[config.mk]
export PLATFORM = sky130hd
export DESIGN_NAME = i2c_register_transaction_master
export DESIGN_NICKNAME = d
export VERILOG_FILES = /design/src/rtl/core/i2crtm_pkg.sv /design/src/rtl/core/i2c_register_transaction_master.sv /design/src/rtl/core/i2crtm_front.sv /design/src/rtl/core/i2crtm_seq.sv
export SDC_FILE = /design/constraint.sdc
export NUM_CORES = 1
export LEC_CHECK = 0
export ABC_AREA = 1
export BUFFER_PORTS_ARGS = -buffer_cell sky130_fd_sc_hd__buf_2
export CAP_MARGIN = 20
export CORE_AREA = 2 2 180 182
export CTS_BUF_LIST = sky130_fd_sc_hd__clkbuf_8 sky130_fd_sc_hd__clkbuf_16
export CTS_CLUSTER_SIZE = 12
export DETAILED_ROUTE_END_ITERATION = 6
export DIE_AREA = 0 0 182 184
export SYNTH_ARGS = -nofsm -noshare
export SYNTH_HDL_FRONTEND = slang
export SYNTH_SLANG_ARGS = --single-unit
[constraint.sdc]
create_clock -name clk -period 4.95 [get_ports clk]
set_input_delay 0.7425 -clock clk [delete_from_list [all_inputs] [get_ports clk]]
set_output_delay 0.7425 -clock clk [all_outputs]
set_load 0.1 [all_outputs]
[src/rtl/core/i2crtm_pkg.sv]
// Shared types and constants for the I2C register transaction master.
`default_nettype none
package i2crtm_pkg;

    // Default depth of the write byte buffer.
    localparam int unsigned MAX_BYTES_DEF = 16;

    // Reset values of the configuration registers.
    localparam logic [7:0] RETRY_LIMIT_RST = 8'd20;
    localparam logic [7:0] PHASE_TICKS_RST = 8'd1;

    // Request codes.
    localparam logic [1:0] REQ_TICK  = 2'd0;
    localparam logic [1:0] REQ_PUSH  = 2'd1;
    localparam logic [1:0] REQ_WRITE = 2'd2;
    localparam logic [1:0] REQ_READ  = 2'd3;

    // Configuration register indexes.
    localparam logic REG_RETRY_LIMIT = 1'b0;
    localparam logic REG_PHASE_TICKS = 1'b1;

    // One request as it travels from the front part to the sequencer.
    typedef struct packed {
        logic [1:0] req_type;
        logic [7:0] dev_addr;
        logic [7:0] reg_addr;
        logic [4:0] byte_count;
        logic [7:0] wr_data;
        logic       sda_in;
    } item_t;

    // One result.
    typedef struct packed {
        logic       scl_out;
        logic       sda_out;
        logic       busy_res;
        logic       rd_valid;
        logic [7:0] rd_data;
        logic       rd_last;
        logic       done_res;
        logic       status;
    } res_t;

    // Settings handed to the sequencer.
    typedef struct packed {
        logic [7:0] retry_limit;
        logic [7:0] phase_ticks;
    } cfg_t;

endpackage
`default_nettype wire

[src/rtl/core/i2c_register_transaction_master.sv]
// Top level of the I2C register transaction master with its register port.
//
// Requests enter on in_valid/in_ready; each request gives exactly one result
// on out_valid/out_ready. Request kinds: tick, push a write byte, start a
// write transaction, start a read transaction. After a start, only ticks
// move the bus; a bus phase lasts phase_ticks ticks (0 acts as 1). scl_out
// and sda_out are open-drain drives (1 releases the line).
// A request is taken into a two-entry queue, and the sequencer handles one
// request per clock, so one request per cycle is sustained while the
// receiver is ready. A result passes the queue stage, then the result
// register. When the receiver stalls, the result register holds and the
// queue fills; in_ready drops once both queue entries are occupied.
// Reset returns the sequencer to idle with both lines released, the
// settings to retry_limit 20 and phase_ticks 1. The write buffer content is
// undefined until bytes are pushed.
// Settings: register 0 retry_limit at address 0, register 1 phase_ticks at
// address 4; write them only while no transaction is running.
`default_nettype none
module i2c_register_transaction_master #(
    parameter int unsigned MAX_BYTES = i2crtm_pkg::MAX_BYTES_DEF
) (
    input  wire         clk,
    input  wire         rst_n,
    input  wire         in_valid,
    output logic        in_ready,
    input  wire  [1:0]  req_type,
    input  wire  [7:0]  dev_addr,
    input  wire  [7:0]  reg_addr,
    input  wire  [4:0]  byte_count,
    input  wire  [7:0]  wr_data,
    input  wire         sda_in,
    output logic        out_valid,
    input  wire         out_ready,
    output logic        scl_out,
    output logic        sda_out,
    output logic        busy_res,
    output logic        rd_valid,
    output logic [7:0]  rd_data,
    output logic        rd_last,
    output logic        done_res,
    output logic        status,
    input  wire         psel,
    input  wire         penable,
    input  wire         pwrite,
    input  wire  [2:0]  paddr,
    input  wire  [31:0] pwdata,
    output logic [31:0] prdata,
    output logic        pready
);
    import i2crtm_pkg::*;

    item_t      in_item;
    item_t      q_item;
    res_t       res;
    cfg_t       cfg;
    logic       q_valid;
    logic       q_pop;
    logic [7:0] retry_limit_reg;
    logic [7:0] phase_ticks_reg;
    logic       cfg_we;

    // Register port.
    assign pready = 1'b1;
    assign cfg_we = psel && penable && pwrite;

    always_ff @(posedge clk or negedge rst_n)
    begin
        if (!rst_n)
        begin
            retry_limit_reg <= RETRY_LIMIT_RST;
            phase_ticks_reg <= PHASE_TICKS_RST;
        end
        else if (cfg_we)
        begin
            if (paddr[2] == REG_RETRY_LIMIT && paddr[1:0] == 2'd0)
            begin
                retry_limit_reg <= pwdata[7:0];
            end
            else if (paddr[2] == REG_PHASE_TICKS && paddr[1:0] == 2'd0)
            begin
                phase_ticks_reg <= pwdata[7:0];
            end
        end
    end

    always_comb
    begin
        prdata = 32'd0;
        if (paddr[2] == REG_RETRY_LIMIT)
        begin
            prdata = {24'd0, retry_limit_reg};
        end
        else
        begin
            prdata = {24'd0, phase_ticks_reg};
        end
    end

    assign cfg.retry_limit = retry_limit_reg;
    assign cfg.phase_ticks = phase_ticks_reg;

    // Request payload packing.
    assign in_item.req_type   = req_type;
    assign in_item.dev_addr   = dev_addr;
    assign in_item.reg_addr   = reg_addr;
    assign in_item.byte_count = byte_count;
    assign in_item.wr_data    = wr_data;
    assign in_item.sda_in     = sda_in;

    i2crtm_front u_front (
        .clk      (clk),
        .rst_n    (rst_n),
        .in_valid (in_valid),
        .in_ready (in_ready),
        .in_item  (in_item),
        .q_valid  (q_valid),
        .q_pop    (q_pop),
        .q_item   (q_item)
    );

    i2crtm_seq #(
        .MAX_BYTES (MAX_BYTES)
    ) u_seq (
        .clk       (clk),
        .rst_n     (rst_n),
        .cfg       (cfg),
        .q_valid   (q_valid),
        .q_pop     (q_pop),
        .q_item    (q_item),
        .out_valid (out_valid),
        .out_ready (out_ready),
        .out_res   (res)
    );

    // Result fields.
    assign scl_out  = res.scl_out;
    assign sda_out  = res.sda_out;
    assign busy_res = res.busy_res;
    assign rd_valid = res.rd_valid;
    assign rd_data  = res.rd_data;
    assign rd_last  = res.rd_last;
    assign done_res = res.done_res;
    assign status   = res.status;

endmodule
`default_nettype wire

[src/rtl/core/i2crtm_front.sv]
// Front part: accepts requests into a two-entry queue for the sequencer.
`default_nettype none
module i2crtm_front (
    input  wire                 clk,
    input  wire                 rst_n,
    input  wire                 in_valid,
    output logic                in_ready,
    input  wire  i2crtm_pkg::item_t in_item,
    output logic                q_valid,
    input  wire                 q_pop,
    output i2crtm_pkg::item_t   q_item
);
    import i2crtm_pkg::*;

    item_t      slot_reg [2];
    logic       wr_ptr_reg;
    logic       wr_ptr_next;
    logic       rd_ptr_reg;
    logic       rd_ptr_next;
    logic [1:0] count_reg;
    logic [1:0] count_next;
    logic       push;
    logic       pop;

    // Handshake decode.
    assign in_ready = (count_reg != 2'd2);
    assign q_valid  = (count_reg != 2'd0);
    assign q_item   = slot_reg[rd_ptr_reg];
    assign push     = in_valid && in_ready;
    assign pop      = q_pop && q_valid;

    // Pointer and fill count update.
    always_comb
    begin
        wr_ptr_next = push ? ~wr_ptr_reg : wr_ptr_reg;
        rd_ptr_next = pop ? ~rd_ptr_reg : rd_ptr_reg;
        count_next  = count_reg + {1'b0, push} - {1'b0, pop};
    end

    always_ff @(posedge clk or negedge rst_n)
    begin
        if (!rst_n)
        begin
            wr_ptr_reg <= 1'b0;
            rd_ptr_reg <= 1'b0;
            count_reg  <= 2'd0;
        end
        else
        begin
            wr_ptr_reg <= wr_ptr_next;
            rd_ptr_reg <= rd_ptr_next;
            count_reg  <= count_next;
        end
    end

    // Queue storage.
    always_ff @(posedge clk)
    begin
        if (push)
        begin
            slot_reg[wr_ptr_reg] <= in_item;
        end
    end

endmodule
`default_nettype wire

[src/rtl/core/i2crtm_seq.sv]
// Back part: bus sequencer, write byte buffer and result register.
`default_nettype none
module i2crtm_seq #(
    parameter int unsigned MAX_BYTES = i2crtm_pkg::MAX_BYTES_DEF
) (
    input  wire                 clk,
    input  wire                 rst_n,
    input  wire  i2crtm_pkg::cfg_t  cfg,
    input  wire                 q_valid,
    output logic                q_pop,
    input  wire  i2crtm_pkg::item_t q_item,
    output logic                out_valid,
    input  wire                 out_ready,
    output i2crtm_pkg::res_t    out_res
);
    import i2crtm_pkg::*;

    localparam int unsigned IW0  = $clog2(MAX_BYTES + 1);
    localparam int unsigned IDXW = (IW0 > 5) ? IW0 : 5;
    localparam int unsigned AW   = (MAX_BYTES > 1) ? $clog2(MAX_BYTES) : 1;
    localparam logic [IDXW:0] MAXV = (IDXW + 1)'(MAX_BYTES);

    // Sequencer states.
    localparam logic [3:0] M_IDLE = 4'd0;
    localparam logic [3:0] M_STOP = 4'd1;
    localparam logic [3:0] M_S1   = 4'd2;
    localparam logic [3:0] M_S2   = 4'd3;
    localparam logic [3:0] M_S3   = 4'd4;
    localparam logic [3:0] M_B1   = 4'd5;
    localparam logic [3:0] M_B2   = 4'd6;
    localparam logic [3:0] M_B3   = 4'd7;
    localparam logic [3:0] M_A1   = 4'd8;
    localparam logic [3:0] M_A2   = 4'd9;
    localparam logic [3:0] M_A3   = 4'd10;
    localparam logic [3:0] M_R1   = 4'd11;
    localparam logic [3:0] M_R2   = 4'd12;
    localparam logic [3:0] M_K1   = 4'd13;
    localparam logic [3:0] M_K2   = 4'd14;
    localparam logic [3:0] M_K3   = 4'd15;

    // Transaction steps.
    localparam logic [3:0] T_PRESTOP = 4'd0;
    localparam logic [3:0] T_WDEV    = 4'd1;
    localparam logic [3:0] T_WREG    = 4'd2;
    localparam logic [3:0] T_WDATA   = 4'd3;
    localparam logic [3:0] T_RDEV    = 4'd4;
    localparam logic [3:0] T_RREG    = 4'd5;
    localparam logic [3:0] T_MIDSTOP = 4'd6;
    localparam logic [3:0] T_RDEV1   = 4'd7;
    localparam logic [3:0] T_RDATA   = 4'd8;
    localparam logic [3:0] T_FINAL   = 4'd9;

    // Bus actions that open a new sequencer state.
    localparam logic [2:0] ACT_NONE  = 3'd0;
    localparam logic [2:0] ACT_STOP  = 3'd1;
    localparam logic [2:0] ACT_START = 3'd2;
    localparam logic [2:0] ACT_SEND  = 3'd3;
    localparam logic [2:0] ACT_RBYTE = 3'd4;
    localparam logic [2:0] ACT_RBIT  = 3'd5;

    logic [3:0]      st_reg, st_next;
    logic [7:0]      pc_reg, pc_next;
    logic [3:0]      bc_reg, bc_next;
    logic [7:0]      sb_reg, sb_next;
    logic [IDXW-1:0] bi_reg, bi_next;
    logic [7:0]      ac_reg, ac_next;
    logic            scl_reg, scl_next;
    logic            sda_reg, sda_next;
    logic [3:0]      step_reg, step_next;
    logic [7:0]      dev_reg, dev_next;
    logic [7:0]      rg_reg, rg_next;
    logic [4:0]      cnt_reg, cnt_next;
    logic            fst_reg, fst_next;
    logic            ack_reg, ack_next;
    logic [7:0]      buf_mem [MAX_BYTES];
    logic            out_valid_reg;
    res_t            out_res_reg;
    res_t            res_next;

    logic            take;
    logic            buf_we;
    logic [AW-1:0]   buf_wa;
    logic [2:0]      act;
    logic [7:0]      send_byte;
    logic [7:0]      limit;
    logic [7:0]      pc_t;
    logic [3:0]      bc_t;
    logic [IDXW:0]   bi_t;
    logic [IDXW:0]   rd_cnt;
    logic            is_last;
    logic [7:0]      ac_t;
    logic            ev_rd;
    logic            ev_last;
    logic            ev_done;
    logic [7:0]      ev_data;
    logic            ev_status;

    // One request is taken whenever the result register can hold its result.
    assign take      = q_valid && (!out_valid_reg || out_ready);
    assign q_pop     = take;
    assign out_valid = out_valid_reg;
    assign out_res   = out_res_reg;

    assign limit   = (cfg.phase_ticks == 8'd0) ? 8'd1 : cfg.phase_ticks;
    assign rd_cnt  = (cnt_reg == 5'd0) ? (IDXW + 1)'(1) : (IDXW + 1)'(cnt_reg);
    assign is_last = ({1'b0, bi_reg} + (IDXW + 1)'(1)) >= rd_cnt;

    // Sequencer next state for one request.
    always_comb
    begin
        st_next   = st_reg;
        pc_next   = pc_reg;
        bc_next   = bc_reg;
        sb_next   = sb_reg;
        bi_next   = bi_reg;
        ac_next   = ac_reg;
        scl_next  = scl_reg;
        sda_next  = sda_reg;
        step_next = step_reg;
        dev_next  = dev_reg;
        rg_next   = rg_reg;
        cnt_next  = cnt_reg;
        fst_next  = fst_reg;
        ack_next  = ack_reg;
        buf_we    = 1'b0;
        buf_wa    = bi_reg[AW-1:0];
        act       = ACT_NONE;
        send_byte = 8'd0;
        pc_t      = pc_reg + 8'd1;
        bc_t      = bc_reg + 4'd1;
        bi_t      = {1'b0, bi_reg} + (IDXW + 1)'(1);
        ac_t      = ac_reg + 8'd1;
        ev_rd     = 1'b0;
        ev_last   = 1'b0;
        ev_done   = 1'b0;
        ev_data   = 8'd0;
        ev_status = 1'b0;

        if (st_reg == M_IDLE)
        begin
            // Idle: buffer pushes and transaction starts.
            if (q_item.req_type == REQ_PUSH)
            begin
                if ({1'b0, bi_reg} < MAXV)
                begin
                    buf_we  = 1'b1;
                    bi_next = bi_t[IDXW-1:0];
                end
            end
            else if (q_item.req_type == REQ_WRITE || q_item.req_type == REQ_READ)
            begin
                dev_next = q_item.dev_addr;
                rg_next  = q_item.reg_addr;
                cnt_next = q_item.byte_count;
                bi_next  = '0;
                ac_next  = 8'd0;
                fst_next = 1'b0;
                if (q_item.req_type == REQ_WRITE)
                begin
                    step_next = T_PRESTOP;
                    act       = ACT_STOP;
                end
                else
                begin
                    step_next = T_RDEV;
                    act       = ACT_START;
                end
            end
        end
        else if (q_item.req_type == REQ_TICK)
        begin
            if (pc_t < limit)
            begin
                pc_next = pc_t;
            end
            else
            begin
                pc_next = 8'd0;
                // Advance the bus by one phase.
                unique case (st_reg)
                    M_STOP:
                    begin
                        sda_next = 1'b1;
                        if (step_reg == T_PRESTOP)
                        begin
                            step_next = T_WDEV;
                            act       = ACT_START;
                        end
                        else if (step_reg == T_MIDSTOP)
                        begin
                            step_next = T_RDEV1;
                            ac_next   = 8'd0;
                            act       = ACT_START;
                        end
                        else
                        begin
                            st_next   = M_IDLE;
                            ev_done   = 1'b1;
                            ev_status = fst_reg;
                            bi_next   = '0;
                        end
                    end
                    M_S1:
                    begin
                        sda_next = 1'b0;
                        st_next  = M_S2;
                    end
                    M_S2:
                    begin
                        scl_next = 1'b0;
                        st_next  = M_S3;
                    end
                    M_S3:
                    begin
                        act       = ACT_SEND;
                        send_byte = (step_reg == T_RDEV1) ? dev_reg + 8'd1 : dev_reg;
                    end
                    M_B1:
                    begin
                        scl_next = 1'b1;
                        st_next  = M_B2;
                    end
                    M_B2:
                    begin
                        scl_next = 1'b0;
                        if (bc_reg >= 4'd7)
                        begin
                            sda_next = 1'b1;
                        end
                        sb_next = {sb_reg[6:0], 1'b0};
                        st_next = M_B3;
                    end
                    M_B3:
                    begin
                        bc_next = bc_t;
                        if (bc_t < 4'd8)
                        begin
                            sda_next = sb_reg[7];
                            st_next  = M_B1;
                        end
                        else
                        begin
                            sda_next = 1'b1;
                            st_next  = M_A1;
                        end
                    end
                    M_A1:
                    begin
                        scl_next = 1'b1;
                        st_next  = M_A2;
                    end
                    M_A2:
                    begin
                        ack_next = !q_item.sda_in;
                        scl_next = 1'b0;
                        st_next  = M_A3;
                    end
                    M_A3:
                    begin
                        // Act on the acknowledge bit for the current step.
                        unique case (step_reg)
                            T_WDEV:
                            begin
                                if (ack_reg && cnt_reg != 5'd0)
                                begin
                                    step_next = T_WREG;
                                    act       = ACT_SEND;
                                    send_byte = rg_reg;
                                end
                                else
                                begin
                                    step_next = T_FINAL;
                                    fst_next  = 1'b1;
                                    act       = ACT_STOP;
                                end
                            end
                            T_WREG:
                            begin
                                if (ack_reg)
                                begin
                                    step_next = T_WDATA;
                                    bi_next   = '0;
                                    act       = ACT_SEND;
                                    send_byte = buf_mem[0];
                                end
                                else
                                begin
                                    step_next = T_FINAL;
                                    fst_next  = 1'b1;
                                    act       = ACT_STOP;
                                end
                            end
                            T_WDATA:
                            begin
                                if (!ack_reg)
                                begin
                                    step_next = T_FINAL;
                                    fst_next  = 1'b1;
                                    act       = ACT_STOP;
                                end
                                else
                                begin
                                    bi_next = bi_t[IDXW-1:0];
                                    if (bi_t < (IDXW + 1)'(cnt_reg) && bi_t < MAXV)
                                    begin
                                        act       = ACT_SEND;
                                        send_byte = buf_mem[bi_t[AW-1:0]];
                                    end
                                    else
                                    begin
                                        step_next = T_FINAL;
                                        fst_next  = 1'b0;
                                        act       = ACT_STOP;
                                    end
                                end
                            end
                            T_RDEV, T_RDEV1:
                            begin
                                if (ack_reg)
                                begin
                                    if (step_reg == T_RDEV)
                                    begin
                                        step_next = T_RREG;
                                        act       = ACT_SEND;
                                        send_byte = rg_reg;
                                    end
                                    else
                                    begin
                                        step_next = T_RDATA;
                                        bi_next   = '0;
                                        act       = ACT_RBYTE;
                                    end
                                end
                                else
                                begin
                                    ac_next = ac_t;
                                    if (ac_t >= cfg.retry_limit)
                                    begin
                                        step_next = T_FINAL;
                                        fst_next  = 1'b1;
                                        act       = ACT_STOP;
                                    end
                                    else
                                    begin
                                        act = ACT_START;
                                    end
                                end
                            end
                            T_RREG:
                            begin
                                act = ACT_STOP;
                                if (ack_reg)
                                begin
                                    step_next = T_MIDSTOP;
                                end
                                else
                                begin
                                    step_next = T_FINAL;
                                    fst_next  = 1'b1;
                                end
                            end
                            default:
                            begin
                                step_next = T_FINAL;
                                fst_next  = 1'b1;
                                act       = ACT_STOP;
                            end
                        endcase
                    end
                    M_R1:
                    begin
                        sb_next  = {sb_reg[6:0], q_item.sda_in};
                        scl_next = 1'b0;
                        st_next  = M_R2;
                    end
                    M_R2:
                    begin
                        bc_next = bc_t;
                        if (bc_t < 4'd8)
                        begin
                            act = ACT_RBIT;
                        end
                        else
                        begin
                            ev_rd    = 1'b1;
                            ev_data  = sb_reg;
                            ev_last  = is_last;
                            sda_next = is_last;
                            st_next  = M_K1;
                        end
                    end
                    M_K1:
                    begin
                        scl_next = 1'b1;
                        st_next  = M_K2;
                    end
                    M_K2:
                    begin
                        scl_next = 1'b0;
                        st_next  = M_K3;
                    end
                    M_K3:
                    begin
                        if (is_last)
                        begin
                            step_next = T_FINAL;
                            fst_next  = 1'b0;
                            act       = ACT_STOP;
                        end
                        else
                        begin
                            sda_next = 1'b1;
                            bi_next  = bi_t[IDXW-1:0];
                            act      = ACT_RBYTE;
                        end
                    end
                    default:
                    begin
                        st_next = M_IDLE;
                    end
                endcase
            end
        end

        // Apply the bus action that opens a new phase.
        unique case (act)
            ACT_STOP:
            begin
                sda_next = 1'b0;
                scl_next = 1'b1;
                st_next  = M_STOP;
            end
            ACT_START:
            begin
                sda_next = 1'b1;
                scl_next = 1'b1;
                st_next  = M_S1;
            end
            ACT_SEND:
            begin
                sb_next  = send_byte;
                bc_next  = 4'd0;
                sda_next = send_byte[7];
                st_next  = M_B1;
            end
            ACT_RBYTE:
            begin
                sb_next  = 8'd0;
                bc_next  = 4'd0;
                scl_next = 1'b1;
                st_next  = M_R1;
            end
            ACT_RBIT:
            begin
                scl_next = 1'b1;
                st_next  = M_R1;
            end
            default:
            begin
            end
        endcase
        if (act != ACT_NONE || st_next == M_IDLE)
        begin
            pc_next = 8'd0;
        end

        res_next.scl_out  = scl_next;
        res_next.sda_out  = sda_next;
        res_next.busy_res = (st_next != M_IDLE);
        res_next.rd_valid = ev_rd;
        res_next.rd_data  = ev_data;
        res_next.rd_last  = ev_rd && ev_last;
        res_next.done_res = ev_done;
        res_next.status   = ev_done && ev_status;
    end

    // Sequencer control registers.
    always_ff @(posedge clk or negedge rst_n)
    begin
        if (!rst_n)
        begin
            st_reg        <= M_IDLE;
            pc_reg        <= 8'd0;
            bc_reg        <= 4'd0;
            sb_reg        <= 8'd0;
            bi_reg        <= '0;
            ac_reg        <= 8'd0;
            scl_reg       <= 1'b1;
            sda_reg       <= 1'b1;
            step_reg      <= T_PRESTOP;
            dev_reg       <= 8'd0;
            rg_reg        <= 8'd0;
            cnt_reg       <= 5'd0;
            fst_reg       <= 1'b0;
            ack_reg       <= 1'b0;
            out_valid_reg <= 1'b0;
        end
        else
        begin
            if (take)
            begin
                st_reg   <= st_next;
                pc_reg   <= pc_next;
                bc_reg   <= bc_next;
                sb_reg   <= sb_next;
                bi_reg   <= bi_next;
                ac_reg   <= ac_next;
                scl_reg  <= scl_next;
                sda_reg  <= sda_next;
                step_reg <= step_next;
                dev_reg  <= dev_next;
                rg_reg   <= rg_next;
                cnt_reg  <= cnt_next;
                fst_reg  <= fst_next;
                ack_reg  <= ack_next;
            end
            if (take)
            begin
                out_valid_reg <= 1'b1;
            end
            else if (out_ready)
            begin
                out_valid_reg <= 1'b0;
            end
        end
    end

    // Result register and write byte buffer.
    always_ff @(posedge clk)
    begin
        if (take)
        begin
            out_res_reg <= res_next;
        end
        if (take && buf_we)
        begin
            buf_mem[buf_wa] <= q_item.wr_data;
        end
    end

`ifndef SYNTHESIS
    a_rd_busy: assert property (@(posedge clk) disable iff (!rst_n)
        out_valid_reg && out_res_reg.rd_valid |-> out_res_reg.busy_res)
        else $error("read byte reported outside a transaction");
    a_done_idle: assert property (@(posedge clk) disable iff (!rst_n)
        out_valid_reg && out_res_reg.done_res |-> !out_res_reg.busy_res)
        else $error("transaction ended but still busy");
    a_bits: assert property (@(posedge clk) disable iff (!rst_n)
        bc_reg <= 4'd8)
        else $error("bit counter beyond one byte");
    a_idle_pc: assert property (@(posedge clk) disable iff (!rst_n)
        st_reg == M_IDLE |-> pc_reg == 8'd0)
        else $error("phase counter running while idle");
`endif

endmodule
`default_nettype wire

# Word level (Yosys, flattened, before mapping)
# Memories as Yosys holds them, arrays and structs flattened.
# Index checks and enable logic that the tools add are counted.
# W data, S select, Z words.
# word_totals
register_bits	102
wordCells	333
rom_bits	0
ram_bits	192
latchBits	0
inputBits	74
memories	2
out_inout_bits	50
# classes
magnitude_cmp	8
addsub	7
multipliers	0
shifts	0
div_mod_pow	0
n_eq_ne	60
mux	160
bitwise_logic	9
reduce_logical	59
# mem_list
memory	depth	width	rd	rd_clocked_by_memory_dff	wr	line	text
u_seq.buf_mem	16	8	2	0	1	i2crtm_seq.sv:75	logic [7:0] buf_mem [MAX_BYTES];
u_front.slot_reg	2	32	1	0	1	i2crtm_front.sv:15	item_t slot_reg [2];
# op_table
cell	n
$mux W8	28
$mux W4	28
$mux W5	14
$pmux W8 S2	4
$mux W1	54
$pmux W4 S13	1
$mux W3	12
$eq A4 B3 Y1 const B	8
$eq A4 B4 Y1 const B	8
$pmux W8 S4	1
$pmux W5 S3	2
$add A8 B1 Y8 const B	3
$pmux W4 S5	1
$reduce_and A10 Y1	2
$ne A3 B3 Y1 const B	6
$eq A4 B2 Y1 const B	4
$ne A4 B2 Y1 const B	4
$pmux W4 S4	1
$pmux W3 S5	1
$reduce_and A5 Y1	3
$reduce_and A14 Y1	1
$logic_and A1 B1 Y1	12
$logic_not A4 Y1	3
$mux W2	6
other kinds (52)	96

# Depth between registers and ports, before layout
# logic_depth
word_depth	17
depth_mapped	24
ltp_nobuf	24

# Modules after synthesis
# Synthesis repeated with hierarchy kept, for this count alone.
# hier_totals
cells_unflattened	1547
area_unflattened_um2	14691.6
# modules_own_cells
module	area_per_inst_um2	n_inst	seq_area_each_um2	cells_per_inst
i2crtm_seq	10928.0	1	5973.2	1210
i2crtm_front	2616.3	1	2021.9	199
i2c_register_transaction_master	1147.4	1	404.1	138

# Least setup slack after synthesis
# No wires, ideal clock.
# synth_path
path_type	input-to-output
startpoint	in paddr[2]
endpoint	out prdata[5]
path_buffers	2
required_ns	4.208
path_stages	3
arrival_time_ns	3.224
setup_slack_ns	0.983
path_cell_list	clkbuf_1 clkbuf_1 o21ai_0
# synth_between
elab_chain_len	1
# synth_rtl
element	line	text
start, declared	i2c_register_transaction_master.sv:45	input wire [2:0] paddr,
$mux W8	i2c_register_transaction_master.sv:89	if (paddr[2] == REG_RETRY_LIMIT)
end, declared	i2c_register_transaction_master.sv:47	output logic [31:0] prdata,
# Every way passes these cells.

# Final worst setup path
# layout_path
startpoint	reg u_seq.bi_reg[0]
endpoint	reg u_seq.sb_reg[7]
# layout_between
elab_chain_len	13
word_cells_on_any_way	29
classes_between	1 x add/sub; 3 x order compare; 4 x eq/ne; 16 x mux; 4 x reduce/logical; 1 x memory
# layout_rtl
element	line	text
start, declared	i2crtm_seq.sv:65	logic [IDXW-1:0] bi_reg, bi_next;
start signal, assigned	i2crtm_seq.sv:506	bi_reg <= bi_next;
$add A5 B1 Y6 (*)	i2crtm_seq.sv:106, i2crtm_seq.sv:131	
$lt A6 B5 Y1	i2crtm_seq.sv:304	if (bi_t < (IDXW + 1)'(cnt_reg) && bi_t < MAXV)
$logic_and A1 B1 Y1	i2crtm_seq.sv:304	
$mux W2	i2crtm_seq.sv:304	
$mux W3	i2crtm_seq.sv:295	if (!ack_reg)
$pmux W3 S4	i2crtm_seq.sv:261	unique case (step_reg)
$pmux W3 S5	i2crtm_seq.sv:180	unique case (st_reg)
$mux W3	i2crtm_seq.sv:172	if (pc_t < limit)
$mux W3	i2crtm_seq.sv:170	else if (q_item.req_type == REQ_TICK)
$mux W3	i2crtm_seq.sv:139	if (st_reg == M_IDLE)
$eq A3 B3 Y1 or $eq A3 B2 Y1 (tied branches)	i2crtm_seq.sv:426	unique case (act)
$ne A3 B3 Y1 (no source line), or another cell as far along	-	
$reduce_and A5 Y1 (no source line)	-	
end signal, assigned	i2crtm_seq.sv:505	sb_reg <= sb_next;
end, declared	i2crtm_seq.sv:64	logic [7:0] sb_reg, sb_next;
# Mark *: on every way between the ends. The rest lies on a longest branch, timed or not.
# A chain may end at the register's enable or synchronous reset.

==> impl_metrics.tcl <==
set metrics [dict create \
    status "finished clean" \
    cts_max_path_buffers 3 \
    clock_latency_ns 0.52 \
    initial_core_util 0.448 \
    clock-sinks 294 \
    cts-root-buf "clkbuf_16" \
    dpl.hpwl_um 21100 \
    period_minus_slack_ns 4.21 \
    grt_pass1_wl_um 50800 \
    wl_per_cell_um 16.3 \
    dieArea_mm2 0.0335 \
    tightest_slew_ns 0.977 \
    grt_overflow 0 \
    yosysTopAreaCell "edfxtp_1" \
    clk_pin_slew_worst_paths_ns 0.06 \
    nNetsFinal 1598 \
    cts_hold_buf 0 \
    num-fill-cells 2880 \
    synth.most_common_cell "nand2_1" \
    n_antenna_cell 0 \
    pwr_density_cell_mw_per_mm2 625 \
    drv_cap 0 \
    p_leak_nw 6.71 \
    core_mm2 0.0314 \
    synth-seq-cells 294 \
    syn_area_mm2 0.0141 \
    path_common_cell "nand2_1" \
    synth_area_leaders "edfxtp_1, dfrtp_1, nand2_1" \
    multi_input_area_mm2 0.00484 \
    slew_viol_final 0 \
    synth_edf_count 207 \
    final_util 0.504 \
    worstPathRequired_ns 5.40 \
    dr.pass1.iters 5 \
    drt-total-wl_um 31200 \
    async_reset_ff_frac 0.296 \
    synth_common_cells "nand2_1, edfxtp_1, inv_1" \
    critPathMaxStageDelay_ns 0.59 \
    critical_path.max_fanout 23 \
    postSynthCellCount 1415 \
    post-place-ws_ns 0.818 \
    cts_tree "yes" \
    layout-drive-gt1-share 0.126 \
    startpoint_type "flop" \
    synth_cell_type_count 60 \
    synth_top_cell_area_share 0.442 \
    area_growth_pct 12.4 \
    rsz0062_at_grt "no" \
    finalSetupTns_ns 0 \
    criticalPathCategory "flop to flop" \
    viasPerCell 5.18 \
    setup_ws_ns 0.739 \
    seqCellArea_mm2 0.00840 \
    via_count 9929 \
    drtIter0Drc 839 \
    irDropWorstVdd_mv 0.331 \
    synthFlopType "edfxtp_1" \
    cts_setup_buffers 0 \
    skew_ns 0.0223 \
    hold_class "input port to asynchronous set/reset pin" \
    synth_warnings 0 \
    largest_reg_flops 128 \
    hold_viol 0 \
    fin_crit_sh 0.851 \
    synth_seq_area_share 0.597 \
    reg2reg_depth 20 \
    setup_viol 0 \
    die_y_um 184 \
    slew_headroom 0.346 \
    antenna_found_initial 0 \
    ios 124 \
    worstPathArrival_ns 4.66 \
    grt_max_degree 72 \
    num_rows 65 \
    drtAntennaViolNets 0 \
    endpoint_kind "flop" \
    fin_hold_ws_ns 0.287 \
    cts_inserted_buffers 34 \
    post_cts_resized 0 \
    fmax_ghz 0.237 \
    crit_slowest_cell "inv_1" \
    place.gp.congestion 0.896 \
    drc 0 \
    synth_area_per_cell_um2 9.95 \
    power.total_mw 9.89 \
    die_w_um 182 \
    path_cells "inv_1 > o31ai_1 > nand2_1 > clkinv_1 > ha_1 > a21oi_1 > nand2_1 > nand2_1 > nand4_2 > nand3_1 > nand2_1 > nand2_1 > nand3_1 > nand2_1 > nand2_2 > inv_1 > nand2_1 > nand2_1 > nand2_1 > nand2_1" \
    grt_pass1_vias 9616 \
    place.port_buffers 74 \
    htree_levels 2 \
    grt_usage 0.191 \
]
-- layout make-up --
| cell class | count | share of cell area |
|---|---|---|
| clock buffers | 34 | 0.0538 |
| inverters | 149 | 0.0355 |
| well taps | 402 | 0.0318 |
| clock inverters | 26 | 0.0119 |
| repair buffers | 88 | 0.0302 |
| multi-input cells | 924 | 0.306 |
| flip-flops and latches | 294 | 0.531 |
-- through the flow --
stage / instance area, um2 / instances
after floorplan: 14200 / 1438
after global placement: 14800 / 1855
after detailed placement: 14800 / 1856
after CTS: 15800 / 1916
after global routing: 15800 / 1917
final: 15800 / 1917
-- worst max-delay path, delay by kind of cell, from the launching register on --
family,cells,cell delay [ns]
flip-flops,1,0.41
AO/OA/AOI/OAI,2,0.32
AND/OR/NAND/NOR,14,1.70
adder cells (fa/ha/maj),1,0.44
buffers and inverters,3,1.28
-- cells in the final DEF, fill, tap and decap left out, types with 25 or more instances in the layout --
cell / instances
nor2_1: 99
edfxtp_1: 207
inv_1: 148
nand2_1: 352
ha_1: 33
nand3_1: 59
a21oi_1: 87
conb_1: 25
clkbuf_16: 34
buf_2: 73
o21ai_0: 91
dfrtp_1: 80
-- power breakdown --
group | total, mW | leakage, nW | internal [mW] | switching, mW
combinational | 4.07 | 3.19 | 1.07 | 2.99
clock | 2.33 | 0.542 | 1.36 | 0.973
sequential | 3.49 | 2.98 | 3.26 | 0.234
total | 9.89 | 6.71 | 5.69 | 4.20
-- per-layer routing --
| layer | wire [um] | track usage | vias up |
|---|---|---|---|
| met4 | 448 | 0.0400 | 0 |
| li1 | - | - | 4944 |
| met2 | 14600 | 0.321 | 241 |
| met3 | 1510 | 0.0271 | 33 |
| met1 | 14600 | 0.266 | 4711 |
| met5 | 0 | 0 | - |
-- final timing paths --
kind	slack, ns	end	from
setup / recovery	0.74	u_seq.sb_reg[7]$_DFFE_PN0P_	u_seq.bi_reg[0]$_DFFE_PN0P_
hold / removal	0.29	u_seq.ac_reg[0]$_DFFE_PN0P_	rst_n
max in group asynchronous	3.74	u_seq.scl_reg$_DFFE_PN1P_	rst_n
hold reg to reg	0.48	u_seq.sb_reg[7]$_DFFE_PN0P_	u_seq.sb_reg[7]$_DFFE_PN0P_
min in group clk	0.41	u_front.slot_reg[1][19]$_DFFE_PP_	reg_addr[5]
setup reg to reg	0.74	u_seq.sb_reg[7]$_DFFE_PN0P_	u_seq.bi_reg[0]$_DFFE_PN0P_
-- cell families after synthesis --
| logic type | synth area share |
|---|---|
| adder cells (fa/ha/maj) | 0.0293 |
| buffers and inverters | 0.0677 |
| XOR/XNOR | 0.0131 |
| AND/OR/NAND/NOR | 0.171 |
| multiplexers | 0.0136 |
| other | 0.000534 |
| AO/OA/AOI/OAI | 0.108 |
| flip-flops | 0.597 |
Power figures use the tool's default switching activity.
